$ cat src/hw/rtl/lfurct_ram.sv
// ----------------------------------------------------------------------------
// lfurct_ram
// Generic simple dual-port RAM: one write port, one read port with the
// read data registered.
// ----------------------------------------------------------------------------
`default_nettype none

module lfurct_ram #(
  parameter int WIDTH = 8,
  parameter int DEPTH = 2,
  localparam int AW = (DEPTH > 1) ? $clog2(DEPTH) : 1
) (
  input  wire logic             clk,
  input  wire logic             we,
  input  wire logic [AW-1:0]    waddr,
  input  wire logic [WIDTH-1:0] wdata,
  input  wire logic [AW-1:0]    raddr,
  output logic      [WIDTH-1:0] rdata
);

  logic [WIDTH-1:0] mem [DEPTH];

  // Write, then register the read
  always_ff @(posedge clk) begin
    if (we) begin
      mem[waddr] <= wdata;
    end
    rdata <= mem[raddr];
  end

endmodule

`default_nettype wire

$ cat config.mk
export PLATFORM = sky130hd
export DESIGN_NAME = lfurct_ram
export DESIGN_NICKNAME = d
export VERILOG_FILES = /design/src/hw/rtl/lfurct_ram.sv
export SDC_FILE = /design/constraint.sdc
export NUM_CORES = 1
export LEC_CHECK = 0
export ABC_AREA = 0
export BUFFER_PORTS_ARGS = -buffer_cell sky130_fd_sc_hd__buf_4
export CAP_MARGIN = 20
export CELL_PAD_IN_SITES_DETAIL_PLACEMENT = 0
export CELL_PAD_IN_SITES_GLOBAL_PLACEMENT = 1
export CORE_ASPECT_RATIO = 0.75
export CORE_UTILIZATION = 30
export DETAILED_ROUTE_END_ITERATION = 8
export HOLD_SLACK_MARGIN = 0.1
export PLACE_DENSITY_LB_ADDON = 0.12
export SETUP_SLACK_MARGIN = 0.2
export SYNTH_ARGS = -nofsm -noshare
export SYNTH_HDL_FRONTEND = slang
export SYNTH_SLANG_ARGS = --single-unit
$ cat constraint.sdc
create_clock -name clk -period 1.09 [get_ports clk]
set_input_delay 0.109 -clock clk [delete_from_list [all_inputs] [get_ports clk]]
set_output_delay 0.109 -clock clk [all_outputs]
set_load 0.005 [all_outputs]
==> results_dict.tcl, run 1 <==
set metrics [dict create \
    grt_max_degree 15 \
    whs_path_depth 2 \
    ir_drop_uv 830 \
    viasPerCell 3.95 \
    finalCriticalPeriod_ns 0.866 \
    rsz0062_at_grt "yes" \
    drt-initial-drc-count 5 \
    start_kind "register" \
    final_common_cell "edfxtp_1" \
    end_kind "primary output" \
    clk_pin_slew_ns 0.13 \
    area_growth_pct 43.5 \
    cts_tree "done" \
    root_buffer "clkbuf_4" \
    layout.nets 79 \
    leakagePower_nw 0.453 \
    dp_hpwl_um 784 \
    routedWlPerCell_um 11.5 \
    ff2ff_path_depth 1 \
    die_w_um 61.1 \
    cp_top_family "flip-flops" \
    coreArea_sq_um 2380 \
    dr.pass1.iters 2 \
    tightest_slew_ns 0.384 \
    cts_buffer_depth 2 \
    yosys.cell_types.count 6 \
    crit_path_cell_trace "buf_4" \
    ys_seq_area_frac 0.817 \
    setup_slack_ns 0.224 \
    cap_violations 0 \
    synthAdderAreaFrac 0 \
    muxShareOfSynthArea 0.153 \
    synthSimpleGateAreaFrac 0.0159 \
    place.gp.congestion 0.585 \
    grt_pass1_wl_mm 1.86 \
    slew_violations 0 \
    setup-violations-final 0 \
    num_rows 15 \
    cp.required_ns 0.98 \
    numClockSinks 24 \
    path_max_fanout 1 \
    worstHoldPathType "input port to register" \
    drt_wl_total_mm 1.15 \
    maxClockFrequency_ghz 1.15 \
    path_class "register to primary output" \
    synth_compound_gate_area_share 0 \
    cp_num_buf_inv 1 \
    fin_setup_tns_ns 0 \
    vias 395 \
    die_h_um 46.3 \
    antenna_left 0 \
    p_per_area_nw_per_um2 1670 \
    syn_area_per_cell_sq_um 22.4 \
    critical_path_arrival_ns 0.76 \
    grt-ovfl-total 0 \
    final_cell_mix "edfxtp_1, buf_4, mux2_4, dlygate4sd3_1" \
    post-place-ws_ns 0.163 \
    fillers 219 \
    ys_ff_latch 24 \
    drive_above_1_share 0.576 \
    grt_pass1_vias 456 \
    clk_latency_ns 0.31 \
    critPathMaxStageDelay_ns 0.32 \
    n_antenna_cell 0 \
    start_util 0.329 \
    syn_nets 47 \
    ioPinCount 20 \
    dpl.cell_count 88 \
    synth_xor_area_frac 0 \
    hold_viol 0 \
    cts_inserted_buffers 3 \
    final_area_sq_um 1130 \
    grt_use_total 0.103 \
    die_area_sq_um 2830 \
    slew-limit-headroom 0.744 \
    synth_cells 35 \
    cts_max_level 1 \
    cp.depth 1 \
    antenna_found_initial 0 \
    period_share 0.794 \
    synth_top_family_by_area "multiplexers" \
    port-buffer-count 19 \
    fin_skew_ns 0.00149 \
    final_cells 100 \
    yosysWarnings 0 \
    run_status "finished clean" \
    place_area_sq_um 968 \
    route.detailed.drc 0 \
    cts_setup_buffers 0 \
    cp_slowest_cell "dfxtp_1" \
    syn-cell-area_sq_um 785 \
]
-- flip-flops by register name (all words and copies together), names as in the netlist --
| name | count |
|---|---|
| mem | 16 |
| rdata | 8 |
-- repair_timing --
action / in CTS / in global routing
setup endpoints to repair: 0 / 8
gates resized for setup: 0 / 10
hold buffers: 8 / 0
endpoints found under the hold margin: 16 / 0
-- kinds of logic (layout without fill, tap and decap cells) --
| family | count (synthesis) | in the layout |
|---|---|---|
| and+or+nand+nor | 2 | 2 |
| DFF | 24 | 24 |
| buffers and inverters | 1 | 32 |
| muxes | 8 | 8 |
-- final cells by class --
class,instances,area [sq um],area share
Sequential cell,24,647,0.574
Timing Repair Buffer,28,249,0.221
Multi-Input combinational cell,10,135,0.120
Tap cell,34,42.5,0.0378
Clock inverter,1,30.0,0.0267
Clock buffer,3,22.5,0.0200
-- routing by layer --
metal,wire length [um],up-vias,global-route usage
met5,0,-,0
met4,0,0,0.0136
met3,55,0,0.0590
met2,709,13,0.204
met1,386,193,0.0907
li1,-,189,-
-- path summary, 6_finish.rpt --
check | start | to | slack, ns
max | rdata[6]$_DFF_P_ | rdata[6] | 0.22
min | raddr | rdata[4]$_DFF_P_ | 0.16
max reg2reg | mem[0][1]$_DFFE_PP_ | rdata[1]$_DFF_P_ | 0.32
min reg2reg | mem[0][4]$_DFFE_PP_ | rdata[4]$_DFF_P_ | 0.49
-- metrics by stage --
stage	hold slack, ns	total power, mW	utilization
after CTS	0.160	1.88	0.462
after global routing	0.141	1.97	0.472
after floorplan	0.208	1.14	-
final	0.157	1.89	0.472
after global placement	0.295	1.22	0.406
after detailed placement	0.298	1.23	0.406
-- Yosys cell counts --
| cell | count | share of area |
|---|---|---|
| dfxtp_1 | 8 | 0.20 |
| and2_1 | 1 | 0.0080 |
| mux2_4 | 8 | 0.15 |
| edfxtp_1 | 16 | 0.61 |
| buf_6 | 1 | 0.014 |
| nor2b_1 | 1 | 0.0080 |
-- power by group --
group	leakage, nW	switching, mW	internal, mW
registers	0.218	0.0202	1.05
clock network	0.0279	0.268	0.372
logic	0.208	0.0515	0.128
Power figures use the tool's default switching activity.
==> run 2: changes to the inputs <==
- clock period: 1.09 -> 0.8 ns (I/O delays scaled with it)
==> results_dict.tcl, run 2 (same netlist as run 1, synthesis figures left out) <==
set metrics [dict create \
    run_status "finished with violations" \
    violations "negative hold slack, negative setup slack" \
    start_util 0.329 \
    final_common_cell "edfxtp_1" \
    p_per_area_nw_per_um2 2430 \
    period_share 1.05 \
    cp_top_family "flip-flops" \
    cts_buffer_depth 2 \
    ir_drop_uv 1020 \
    routedWlPerCell_um 11.4 \
    post-route-util 0.438 \
    num_rows 15 \
    cp_num_buf_inv 1 \
    cp_slowest_cell "dfxtp_2" \
    die_w_um 61.1 \
    largest_register "mem" \
    finalCriticalPeriod_ns 0.839 \
    die_h_um 46.3 \
    place.gp.congestion 0.579 \
    grt_max_degree 15 \
    grt_pass1_vias 358 \
    drive_above_1_share 0.667 \
    rsz0062_at_grt "yes" \
    cts_inserted_buffers 3 \
    n_antenna_cell 0 \
    setup_slack_ns -0.0390 \
    hold_viol 16 \
    place_area_sq_um 967 \
    route.detailed.drc 0 \
    setup-violations-final 8 \
    ioPinCount 20 \
    dpl.cell_count 87 \
    critPathMaxStageDelay_ns 0.34 \
    coreArea_sq_um 2380 \
    port-buffer-count 19 \
    worstHoldPathType "input port to register" \
    reg2reg_from "mem[0][1]$_DFFE_PP_" \
    largest_reg_flops 16 \
    root_buffer "clkbuf_4" \
    grt_use_total 0.0869 \
    cp.required_ns 0.72 \
    slew-limit-headroom 0.833 \
    clk_latency_ns 0.31 \
    post-place-ws_ns 0.0150 \
    path_class "register to primary output" \
    end_kind "primary output" \
    path_max_fanout 1 \
    antenna_left 0 \
    fin_skew_ns 0.000399 \
    cts_max_level 1 \
    crit_start "rdata[4]$_DFF_P_" \
    numClockSinks 24 \
    leakagePower_nw 0.419 \
    timing.hold.ws_ns -0.0588 \
    final_area_sq_um 1040 \
    final_cells 91 \
    antenna_found_initial 0 \
    drt_wl_total_mm 1.04 \
    final_cell_mix "edfxtp_1, buf_4, mux2_4" \
    hp-start "wdata[1]" \
    area_growth_pct 33.2 \
    fin_setup_tns_ns -0.277 \
    tightest_slew_ns 0.250 \
    grt_pass1_wl_mm 1.50 \
    maxClockFrequency_ghz 1.19 \
    total_power_mw 2.54 \
    start_kind "register" \
    clk_pin_slew_ns 0.13 \
    slew_violations 0 \
    die_area_sq_um 2830 \
    reg_top3 "mem x16, rdata x8" \
    grt-ovfl-total 0 \
    critical_path_arrival_ns 0.76 \
    crit_path_cell_trace "buf_6" \
    cts_tree "done" \
    dr.pass1.iters 2 \
    layout.nets 70 \
    viasPerCell 3.81 \
    drt-initial-drc-count 1 \
    vias 347 \
    cap_violations 0 \
]
run 2: power by group:
part	internal (mW)	total (mW)	switching, mW
logic	0.149	0.213	0.0636
registers	1.42	1.45	0.0284
clock network	0.506	0.870	0.363
run 2: repair_timing:
| item | in CTS | in global routing |
|---|---|---|
| setup endpoints to repair | 16 | 16 |
| hold endpoints to repair | 24 | 24 |
| buffers inserted | 0 | 0 |
| gates resized for setup | 0 | 10 |
run 2: per-layer routing:
layer | vias up | track usage | wire (um)
li1 | 171 | - | -
met2 | 15 | 0.159 | 609
met4 | 0 | 0.0409 | 0
met5 | - | 0 | 0
met1 | 161 | 0.0766 | 362
met3 | 0 | 0.0506 | 63
run 2: layout make-up:
| cell class | instances | area [sq um] |
|---|---|---|
| fillers | 216 | 1340 |
| well taps | 34 | 42.5 |
| flip-flops and latches | 24 | 647 |
| multi-input cells | 10 | 141 |
| clock inverters | 1 | 30.0 |
| clock buffers | 3 | 22.5 |
| repair buffers | 19 | 161 |
run 2: path summary, 6_finish.rpt:
check | to | slack, ns | cells past startpoint
setup / recovery | rdata[4] | -0.04 | 1
hold / removal | mem[0][1]$_DFFE_PP_ | -0.06 | 1
setup reg to reg | rdata[1]$_DFF_P_ | 0.03 | 1
hold reg to reg | rdata[7]$_DFF_P_ | 0.49 | 1
