==> config.mk <==
export PLATFORM = sky130hd
export DESIGN_NAME = lfurct_scan
export DESIGN_NICKNAME = d
export VERILOG_FILES = /design/src/hw/rtl/lfurct_pkg.sv /design/src/hw/rtl/lfurct_scan.sv
export SDC_FILE = /design/constraint.sdc
export NUM_CORES = 1
export LEC_CHECK = 0
export ABC_CLOCK_PERIOD_IN_PS = 29600
export BUFFER_PORTS_ARGS = -buffer_cell sky130_fd_sc_hd__buf_2
export CAP_MARGIN = 5
export CELL_PAD_IN_SITES_DETAIL_PLACEMENT = 1
export CELL_PAD_IN_SITES_GLOBAL_PLACEMENT = 1
export CORE_AREA = 2 2 142 144
export CTS_BUF_LIST = sky130_fd_sc_hd__clkbuf_8
export DETAILED_ROUTE_END_ITERATION = 10
export DIE_AREA = 0 0 144 146
export PLACE_DENSITY = 0.83
export SETUP_SLACK_MARGIN = 0.1
export SLEW_MARGIN = 20
export SYNTH_ARGS = -nofsm -noshare
export SYNTH_HDL_FRONTEND = slang
export SYNTH_SLANG_ARGS = --single-unit
==> constraint.sdc <==
create_clock -name clk -period 29.6 [get_ports clk]
set_input_delay 4.44 -clock clk [delete_from_list [all_inputs] [get_ports clk]]
set_output_delay 4.44 -clock clk [all_outputs]
set_load 0.005 [all_outputs]
==> src/hw/rtl/lfurct_pkg.sv <==
// ----------------------------------------------------------------------------
// lfurct_pkg
// Shared types and constants of the LFU request cache table: field widths,
// item mode and status codes, and the control and flag groups that pass
// between the sequencer and the scan unit.
// ----------------------------------------------------------------------------
`default_nettype none

package lfurct_pkg;

  // Build defaults
  localparam int ENTRIES_DEF    = 128;
  localparam int KEY_BITS_DEF   = 64;
  localparam int COUNT_BITS_DEF = 16;

  // Largest number of entries that can ever be in use
  localparam int MAX_USED = 128;

  // Field widths on the ports
  localparam int MODE_W   = 2;
  localparam int KEY_W    = 64;
  localparam int HANDLE_W = 32;
  localparam int LENGTH_W = 24;
  localparam int INDEX_W  = 7;
  localparam int SLOT_W   = 7;
  localparam int STATUS_W = 2;
  localparam int CFG_W    = 8;

  localparam int IN_DATA_W  = 128;
  localparam int IN_USER_W  = 2;
  localparam int OUT_DATA_W = 128;
  localparam int OUT_USER_W = 4;

  localparam logic [CFG_W-1:0] ACTIVE_RESET = 8'd128;

  // Item modes
  localparam logic [MODE_W-1:0] MODE_ACCESS = 2'd0;
  localparam logic [MODE_W-1:0] MODE_DELETE = 2'd1;
  localparam logic [MODE_W-1:0] MODE_FLUSH  = 2'd2;

  // Result status codes
  localparam logic [STATUS_W-1:0] STAT_OK    = 2'd0;
  localparam logic [STATUS_W-1:0] STAT_RANGE = 2'd1;
  localparam logic [STATUS_W-1:0] STAT_EMPTY = 2'd2;

  // Sequencer to scan unit
  typedef struct packed {
    logic start;      // clear the findings for a new access
    logic vld;        // read data of one entry is present
    logic ent_valid;  // valid bit of that entry
  } scan_ctrl_t;

  // Scan unit findings
  typedef struct packed {
    logic hit;
    logic empty_found;
  } scan_flags_t;

endpackage

`default_nettype wire

==> src/hw/rtl/lfurct_scan.sv <==
// ----------------------------------------------------------------------------
// lfurct_scan
// Shared compare unit of the cache table. Takes one entry per cycle and
// keeps the first key match, the first empty entry and the valid entry
// with the lowest use count (lowest index on ties).
// ----------------------------------------------------------------------------
`default_nettype none

module lfurct_scan #(
  parameter int AW         = 7,
  parameter int KEY_BITS   = lfurct_pkg::KEY_BITS_DEF,
  parameter int COUNT_BITS = lfurct_pkg::COUNT_BITS_DEF
) (
  input  wire logic                          clk,
  input  wire logic                          rst,
  input  wire lfurct_pkg::scan_ctrl_t        ctrl,
  input  wire logic [KEY_BITS-1:0]           q_key,
  input  wire logic [AW-1:0]                 idx,
  input  wire logic [KEY_BITS-1:0]           rd_key,
  input  wire logic [COUNT_BITS-1:0]         rd_cnt,
  input  wire logic [lfurct_pkg::HANDLE_W-1:0] rd_handle,
  input  wire logic [lfurct_pkg::LENGTH_W-1:0] rd_length,
  output lfurct_pkg::scan_flags_t            flags,
  output logic      [AW-1:0]                 hit_idx,
  output logic      [COUNT_BITS-1:0]         hit_cnt,
  output logic      [lfurct_pkg::HANDLE_W-1:0] hit_handle,
  output logic      [lfurct_pkg::LENGTH_W-1:0] hit_length,
  output logic      [AW-1:0]                 empty_idx,
  output logic      [AW-1:0]                 min_idx,
  output logic      [KEY_BITS-1:0]           min_key
);

  logic                  min_set;
  logic [COUNT_BITS-1:0] min_cnt;
  logic                  match;
  logic                  lower;

  // Key compare and count compare on the entry at hand
  assign match = ctrl.ent_valid && (rd_key == q_key);
  assign lower = !min_set || (rd_cnt < min_cnt);

  // Accumulate findings over the scan
  always_ff @(posedge clk) begin
    if (rst) begin
      flags   <= '0;
      min_set <= 1'b0;
    end else if (ctrl.start) begin
      flags   <= '0;
      min_set <= 1'b0;
    end else if (ctrl.vld) begin
      if (match && !flags.hit) begin
        flags.hit  <= 1'b1;
        hit_idx    <= idx;
        hit_cnt    <= rd_cnt;
        hit_handle <= rd_handle;
        hit_length <= rd_length;
      end
      if (!ctrl.ent_valid && !flags.empty_found) begin
        flags.empty_found <= 1'b1;
        empty_idx         <= idx;
      end
      if (ctrl.ent_valid && lower) begin
        min_set <= 1'b1;
        min_cnt <= rd_cnt;
        min_idx <= idx;
        min_key <= rd_key;
      end
    end
  end

endmodule

`default_nettype wire

==> out/summary.txt, run 1 <==
SYNTH
------------------------------------------------------------------------------------
Synth Area in Compound Gates ..........................................       0.0327
Proportion of synthesized flip-flops having asynchronous set or reset .            0
Dominant combinational cell family by area after synthesis ............ XOR/XNOR gates
Mapped Cells ..........................................................          348
Fraction of synthesized cell area in xor and xnor cells ...............       0.0632
Yosys top cell by area ................................................ sky130_fd_sc_hd__edfxtp_1
Nets in the synthesized netlist .......................................          575
Fraction of synthesized cell area taken by the top area cell type .....        0.798
Distinct cells, synth .................................................           32
Adder-cell share of the synthesized area ..............................       0.0288
Total of flip-flops plus latches after synthesis ......................          176
Sequential cell area fraction in the yosys report .....................        0.807
Synthesized area per cell .............................................   18.7 sq um
Synthesis Warnings ....................................................            0
Area fraction in and, or, nand and nor cells after synthesis ..........       0.0528
Synth area leaders .................................................... sky130_fd_sc_hd__edfxtp_1 80%, sky130_fd_sc_hd__xnor2_1 4.6%, sky130_fd_sc_hd__ha_1 2.9%
Netlist area before placement ......................................... 0.00651 sq mm
Mux share of post-synthesis cell area .................................            0
Count of flip-flops with a built-in enable after synthesis ............          173
Dominant register cell in the synthesized netlist ..................... sky130_fd_sc_hd__edfxtp_1

CLOCK TREE
------------------------------------------------------------------------------------
Clock latency reported for the late side of the worst-skew pair .......       450 ps
Cts bufs inserted .....................................................           17
Post-CTS sizing .......................................................            0
Post-CTS setup-driven buffer insertion count ..........................            0
Max Root-Sink Buffers .................................................            2
TritonCTS clock tree ..................................................        built
Clk slew on worst S/H paths ...........................................        90 ps
Root Buffer Master .................................................... sky130_fd_sc_hd__clkbuf_8
# H-tree levels .......................................................            4
CTS sink cnt ..........................................................          176
Total of hold buffers inserted after clock tree synthesis .............            0

DIE
------------------------------------------------------------------------------------
Number of top-level pins ..............................................          371
Die Width .............................................................  144 microns
Area of the core ...................................................... 0.0193 sq mm
Floorplan die height ..................................................  146 microns
DIE AREA .............................................................. 0.0210 sq mm
Std-Cell Rows .........................................................           51
Starting density of the core ..........................................        0.337

RUN STATUS
------------------------------------------------------------------------------------
Result of the run ..................................................... finished clean

WORST SETUP PATH
------------------------------------------------------------------------------------
Reg2Reg Setup Slack ...................................................     26940 ps
Reg2Reg Capture Point .................................................  min_key[55]
Data arrival time at the worst-slack endpoint .........................      6720 ps
Sequence of cells on the critical path ................................ buf_2, xnor2_1, nand4_1, nor4_1, and3_1, and3_4, buf_4
Maximum single-stage delay on the critical path .......................       730 ps
Type of origin of the critical path ...................................    input pin
Worst r2r src .........................................................   min_cnt[9]
Worst-case reg-to-reg path depth ......................................            8
Crit-path slowest cell ................................................ sky130_fd_sc_hd__buf_4
Kind of capture point of the worst setup path .........................    flip-flop
Critical path data required time ......................................     29680 ps
Critical path class ...................................................       in2reg
Maximum fanout along the worst path ...................................           73

PLACEMENT
------------------------------------------------------------------------------------
Placer congestion estimate ............................................        0.832
Instance area after placement ......................................... 0.00874 sq mm
Pre-CTS setup slack ...................................................     22330 ps
Placed Instances ......................................................          987
Count of buffers from port buffering ..................................          370
Half-perimeter wire length of the detailed placement result ........... 15700 microns

STA
------------------------------------------------------------------------------------
Post-layout min period ................................................      6650 ps
Final Hold Fails ......................................................            0
Slack of the critical path ............................................     22950 ps
Total setup violations reported at the end of the flow ................            0
Worst slew pin tran ...................................................       925 ps
Worst slew margin relative to its limit ...............................        0.383
Pins over their slew limit ............................................            0
Fin crit share ........................................................        0.225
Total negative slack for setup checks .................................         0 ps
Highest clock frequency the design can meet ...........................    0.150 GHz
Worst clock skew on the final layout ..................................      16.3 ps
Setup repair after global routing missed its margin ...................        false

FINISH
------------------------------------------------------------------------------------
Growth of design area from synthesis to finish ........................        40.8%
Final Util ............................................................        0.474
Leading cell types in the layout, fill and taps excluded .............. 370 x sky130_fd_sc_hd__buf_2, 173 x sky130_fd_sc_hd__edfxtp_1, 34 x sky130_fd_sc_hd__xnor2_1
Count of filler cells inserted in the layout ..........................         2027
Count of non-filler cells in the finished layout ......................         1020
Leading cell type in the layout, fill and taps excluded ............... sky130_fd_sc_hd__buf_2
Final-stage net count .................................................          968
Post-layout instance area ............................................. 0.00917 sq mm
Fraction of layout cells with a size suffix above 1 ...................        0.549

GLOBAL ROUTING
------------------------------------------------------------------------------------
GRT Residual Overflow .................................................            0
Initial antenna violation count .......................................            1
Combined global-route utilization of all metal layers .................        0.182
Pin count of the biggest net entering global routing ..................           74
First-pass GRT wire length ............................................ 28500 microns
Vias in the first global route ........................................         5081

ROUTE
------------------------------------------------------------------------------------
Routed via count divided by cell count ................................         4.55
Post-detailed-routing wire length ..................................... 19400 microns
Number of vias in the routed layout ...................................         4637
Avg WL per Cell ....................................................... 19.0 microns
Iteration-0 DRC count of the detailed router ..........................          173
Number of detailed-route iterations in the first pass .................            5
Remaining antenna violation count after routing .......................            0
Count of unresolved DRC violations after routing ......................            0

FLOW RUN
------------------------------------------------------------------------------------
MaxCap Viol Count .....................................................            0

PWR
------------------------------------------------------------------------------------
Worst supply voltage drop on vdd ......................................  0.0000263 V
Leakage power of the design ...........................................      3.85 nW
Total power density per cell area ..................................... 53.1 mW/mm^2

MIN PATH
------------------------------------------------------------------------------------
End of the worst hold path ............................................     flags[1]
Critical hold path startpoint .........................................     flags[1]
Hold depth ............................................................            2
Worst min path class ..................................................      reg2reg

==> sequential cells by signal (all words and copies together), names as in the netlist <==
name / flops
min_set: 1
empty_idx: 7
min_key: 64
min_idx: 7
hit_length: 24
min_cnt: 16
hit_handle: 32
flags: 2
hit_idx: 7
hit_cnt: 16
==> Yosys cell counts, types with 2 or more instances <==
cell type and n:
sky130_fd_sc_hd__a211oi_1 2, sky130_fd_sc_hd__xnor2_1 34, sky130_fd_sc_hd__a21o_1 7, sky130_fd_sc_hd__nand3_1 2, sky130_fd_sc_hd__ha_1 15, sky130_fd_sc_hd__edfxtp_1 173, sky130_fd_sc_hd__nor2_1 2, sky130_fd_sc_hd__dfxtp_1 3
sky130_fd_sc_hd__and3_1 3, sky130_fd_sc_hd__nor4_1 8, sky130_fd_sc_hd__a21oi_1 7, sky130_fd_sc_hd__o22ai_1 4, sky130_fd_sc_hd__xor2_1 13, sky130_fd_sc_hd__o2111ai_1 3, sky130_fd_sc_hd__nor2b_1 7, sky130_fd_sc_hd__nand4_1 11
sky130_fd_sc_hd__nor3_1 3, sky130_fd_sc_hd__nand2_1 4, sky130_fd_sc_hd__inv_1 26, sky130_fd_sc_hd__nand2b_1 9
==> layer usage <==
| metal | up-vias | track usage | routed length, microns |
|---|---|---|---|
| li1 | 2111 | - | - |
| met1 | 2249 | 0.178 | 6430 |
| met2 | 258 | 0.354 | 10800 |
| met3 | 19 | 0.0628 | 1840 |
| met4 | 0 | 0.0539 | 344 |
| met5 | - | 0 | 0 |
==> metrics by stage <==
stage	power (mW)	hold slack (ps)
after floorplan	0.295	454
after global placement	0.317	465
after detailed placement	0.319	466
after CTS	0.493	480
after global routing	0.505	508
final	0.487	475
==> critical path, delay by kind of cell <==
family	cells	cell delay (ps)
and+or+nand+nor	4	1230
buffers and inverters	2	850
xor gates and xnor gates	1	140
==> worst max path at each step <==
stage               start        endpoint  slack (ps)
6_report       rd_key[55]   hit_handle[7]       22950
4_1_cts        rd_key[55]      hit_idx[1]       22810
3_3_place_gp   rd_key[55]      hit_idx[0]       22330
2_1_floorplan   rd_cnt[9]      min_cnt[0]       17200
5_1_grt         q_key[24]      hit_idx[1]       22700
3_5_place_dp   rd_key[55]  hit_handle[24]       22330
==> logic make-up (layout without fill, tap and decap cells) <==
| kind of cell | Yosys count | count (layout) |
|---|---|---|
| flops | 176 | 176 |
| simple gates | 54 | 54 |
| xor+xnor | 47 | 47 |
| compound gates | 29 | 29 |
| buf+inv | 27 | 433 |
| fa+ha+maj | 15 | 15 |
| other cells | 0 | 1 |
==> report_power, final <==
part / internal, mW / switching (mW)
Combinational: 0.0185 / 0.0171
Sequential: 0.276 / 0.000682
Clock: 0.0731 / 0.101
==> area by class of cell <==
class | count | area, sq um | area share
Timing Repair Buffer | 374 | 1880 | 0.205
Multi-Input combinational cell | 145 | 1170 | 0.128
Inverter | 27 | 101 | 0.0111
Antenna cell | 1 | 2.50 | 0.000273
Clock inverter | 15 | 188 | 0.0205
Clock buffer | 17 | 234 | 0.0255
Tap cell | 265 | 332 | 0.0362
Sequential cell | 176 | 5260 | 0.573
No activity file was read; power rests on OpenSTA's default activity.
==> run 2: changes to the inputs <==
--- a/config.mk
+++ b/config.mk
@@ -5,16 +5,17 @@
 export SDC_FILE = /design/constraint.sdc
 export NUM_CORES = 1
 export LEC_CHECK = 0
-export ABC_CLOCK_PERIOD_IN_PS = 29600
+export ABC_AREA = 1
+export ABC_CLOCK_PERIOD_IN_PS = 6140
 export BUFFER_PORTS_ARGS = -buffer_cell sky130_fd_sc_hd__buf_2
 export CAP_MARGIN = 5
 export CELL_PAD_IN_SITES_DETAIL_PLACEMENT = 1
 export CELL_PAD_IN_SITES_GLOBAL_PLACEMENT = 1
-export CORE_AREA = 2 2 142 144
+export CORE_AREA = 2 2 144 146
 export CTS_BUF_LIST = sky130_fd_sc_hd__clkbuf_8
 export DETAILED_ROUTE_END_ITERATION = 10
-export DIE_AREA = 0 0 144 146
-export PLACE_DENSITY = 0.83
+export DIE_AREA = 0 0 146 148
+export PLACE_DENSITY = 0.87
 export SETUP_SLACK_MARGIN = 0.1
 export SLEW_MARGIN = 20
 export SYNTH_ARGS = -nofsm -noshare
==> constraint.sdc (replaced) <==
create_clock -name clk -period 6.14 [get_ports clk]
set_input_delay 0.921 -clock clk [delete_from_list [all_inputs] [get_ports clk]]
set_output_delay 0.921 -clock clk [all_outputs]
set_load 0.005 [all_outputs]
==> run 2 against run 1 <==
Against the previous run: synthesized cell count rose by 55%; register-to-register slack lost 23000 ps; routed wire length is 20% higher; sequential share of layout area decreased by 2.1 points; sequential power grew to 4.8 times the previous value; global-route usage grew 3.0 points; critical path depth is 4 higher; largest power group unchanged; highest routed layer unchanged.
==> out/summary.txt, run 2 <==
SYNTH
------------------------------------------------------------------------------------
Synthesis Warnings ....................................................            0
Most frequently used cell type in the post-synthesis netlist .......... sky130_fd_sc_hd__edfxtp_1
Netlist area before placement ......................................... 0.00688 sq mm
Commonest cells post-synth ............................................ 173 x sky130_fd_sc_hd__edfxtp_1, 147 x sky130_fd_sc_hd__nand2_1, 106 x sky130_fd_sc_hd__inv_1
Yosys top cell by area ................................................ sky130_fd_sc_hd__edfxtp_1
Mapped Cells ..........................................................          541
Distinct cells, synth .................................................           15
Proportion of synthesized flip-flops having asynchronous set or reset .            0
Fraction of synthesized cell area taken by the top area cell type .....        0.755
Count of flip-flops with a built-in enable after synthesis ............          173
Dominant register cell in the synthesized netlist ..................... sky130_fd_sc_hd__edfxtp_1
Sequential cell area fraction in the yosys report .....................        0.764
Total of flip-flops plus latches after synthesis ......................          176
Nets in the synthesized netlist .......................................          768
Synth area leaders .................................................... sky130_fd_sc_hd__edfxtp_1 76%, sky130_fd_sc_hd__nand2_1 8.0%, sky130_fd_sc_hd__inv_1 5.8%
Synthesized area per cell .............................................   12.7 sq um

FINISH
------------------------------------------------------------------------------------
Area of the multi-input gates ......................................... 0.00124 sq mm
Leading cell types in the layout, fill and taps excluded .............. 370 x sky130_fd_sc_hd__buf_2, 173 x sky130_fd_sc_hd__edfxtp_1, 147 x sky130_fd_sc_hd__nand2_1
Sequential cell area in the final layout .............................. 0.00526 sq mm
Final Util ............................................................        0.475
Largest register by flop count ........................................      min_key
Fraction of layout cells with a size suffix above 1 ...................        0.430
Growth of design area from synthesis to finish ........................        38.4%
Count of filler cells inserted in the layout ..........................         2288
Final-stage net count .................................................         1159
Largest regs .......................................................... min_key x64, hit_handle x32, hit_length x24
Flip-flop count of the largest register, all copies and words added ...           64
Count of non-filler cells in the finished layout ......................         1223
Leading cell type in the layout, fill and taps excluded ............... sky130_fd_sc_hd__buf_2

RUN STATUS
------------------------------------------------------------------------------------
Result of the run ..................................................... finished clean

ROUTE
------------------------------------------------------------------------------------
Avg WL per Cell ....................................................... 19.0 microns
Number of vias in the routed layout ...................................         5454
Post-detailed-routing wire length ..................................... 23200 microns
Iteration-0 DRC count of the detailed router ..........................          280
Count of unresolved DRC violations after routing ......................            0
Routed via count divided by cell count ................................         4.46
Remaining antenna violation count after routing .......................            0
Number of detailed-route iterations in the first pass .................            4

CLOCK TREE
------------------------------------------------------------------------------------
TritonCTS clock tree ..................................................        built
Cts bufs inserted .....................................................           17
CTS sink cnt ..........................................................          176
# H-tree levels .......................................................            4
Root Buffer Master .................................................... sky130_fd_sc_hd__clkbuf_8
Post-CTS setup-driven buffer insertion count ..........................            0
Total of hold buffers inserted after clock tree synthesis .............            0
Max Root-Sink Buffers .................................................            2
Post-CTS sizing .......................................................            0
Clock latency reported for the late side of the worst-skew pair .......       450 ps
Clk slew on worst S/H paths ...........................................       100 ps

PWR
------------------------------------------------------------------------------------
Part of the total power dissipated in the clock network ...............        0.346
Total power density per cell area .....................................  245 mW/mm^2
Cell-internal power ...................................................      1.73 mW
Overall power of the completed layout .................................      2.33 mW
Switching power of the nets ...........................................     0.603 mW
Leakage power of the design ...........................................      4.47 nW
Sequential group share of total power .................................        0.573
Worst supply voltage drop on vdd ......................................   0.000110 V
Switching Fraction ....................................................        0.259
Combinational power share .............................................        0.082

WORST SETUP PATH
------------------------------------------------------------------------------------
Critical path class ...................................................       in2reg
Kind of capture point of the worst setup path .........................    flip-flop
Type of origin of the critical path ...................................    input pin
Sequence of cells on the critical path ................................ buf_2, nor2_2, nand2_1, nor2_1, nand2_1, nor2_1, nand2_1, nor2_1, nand3_1, clkinv_2, buf_4
Data arrival time at the worst-slack endpoint .........................      3160 ps
Maximum single-stage delay on the critical path .......................       580 ps
Crit-path slowest cell ................................................ sky130_fd_sc_hd__buf_4
Maximum fanout along the worst path ...................................           44
Critical path data required time ......................................      6230 ps

STA
------------------------------------------------------------------------------------
Post-layout min period ................................................      3070 ps
Pins over their slew limit ............................................            0
Fin crit share ........................................................        0.500
Worst clock skew on the final layout ..................................      21.5 ps
Worst slew pin tran ...................................................       975 ps
Total setup violations reported at the end of the flow ................            0
Worst slew margin relative to its limit ...............................        0.345
Highest clock frequency the design can meet ...........................    0.326 GHz
Total negative slack for setup checks .................................         0 ps
Setup repair after global routing missed its margin ...................        false
Final Hold Fails ......................................................            0

GLOBAL ROUTING
------------------------------------------------------------------------------------
Grt met2 use ..........................................................        0.388
Pin count of the biggest net entering global routing ..................           87
Met3 usage in global routing ..........................................       0.0673
Vias in the first global route ........................................         5857
First-pass GRT wire length ............................................ 33700 microns
Global routing usage on met1 ..........................................        0.217
Initial antenna violation count .......................................            7
GRT Residual Overflow .................................................            0
Combined global-route utilization of all metal layers .................        0.212
Top Usage Layer GRT ...................................................         met2

DIE
------------------------------------------------------------------------------------
DIE AREA .............................................................. 0.0216 sq mm
Area of the core ...................................................... 0.0200 sq mm
Std-Cell Rows .........................................................           52
Floorplan die height ..................................................  148 microns
Die Width .............................................................  146 microns
Starting density of the core ..........................................        0.343
Number of top-level pins ..............................................          371

PLACEMENT
------------------------------------------------------------------------------------
Half-perimeter wire length of the detailed placement result ........... 18700 microns
Count of buffers from port buffering ..................................          370
Placer congestion estimate ............................................        0.868
Placed Instances ......................................................         1183

MIN PATH
------------------------------------------------------------------------------------
Worst min path class ..................................................      reg2reg

FLOW RUN
------------------------------------------------------------------------------------
MaxCap Viol Count .....................................................            0

run 2: final cells by class:
class                   instances  area share
multi-input cells             259       0.130
diodes                          8     0.00210
flip-flops and latches        176       0.552
inverters                     106      0.0419
clock inverters                15      0.0175
repair buffers                372       0.196
well taps                     270      0.0355
clock buffers                  17      0.0246
run 2: critical path: cells and delay by family:
family,cells,cell delay [ps]
buffers and inverters,3,1170
AND/OR/NAND/NOR,8,1040
run 2: path summary, 6_finish.rpt:
check | start | end | slack, ps | depth (start not counted)
max reg2reg | min_cnt[5] | min_idx[3] | 3460 | 10
min reg2reg | flags[0] | flags[0] | 490 | 2
max | ctrl[2] | hit_idx[2] | 3070 | 11
min | flags[0] | flags[0] | 490 | 2
run 2: power groups by stage:
stage	logic, mW	registers (mW)	clock network (mW)
after CTS	0.193	1.33	0.831
after global placement	0.178	1.36	0
after detailed placement	0.192	1.36	0
after global routing	0.214	1.34	0.871
after floorplan	0.0651	1.36	0
final	0.190	1.33	0.806
run 2: routing by layer:
layer  vias up  wire (microns)
met5         -               0
met4         0             590
met3        28            1700
met2       277           12700
met1      2588            8210
li1       2561               -
run 2: logic make-up (layout without fill, tap and decap cells):
kind of cell | Yosys count | in the layout | share of synthesized area
other | 0 | 8 | 0
AO/OA/AOI/OAI | 33 | 33 | 0.0246
XOR/XNOR | 13 | 13 | 0.0166
adder cells (fa/ha/maj) | 15 | 15 | 0.0273
buffers and inverters | 106 | 510 | 0.0578
flip-flops | 176 | 176 | 0.764
AND/OR/NAND/NOR | 198 | 198 | 0.110
run 2: through the flow:
step | instance area (sq um) | setup slack [ps] | hold WS (ps)
2_1_floorplan | 6880 | 1510 | 456
5_1_grt | 9520 | 2790 | 516
6_report | 9520 | 3070 | 490
3_3_place_gp | 9100 | 2580 | 451
4_1_cts | 9500 | 3020 | 500
3_5_place_dp | 9100 | 2530 | 473
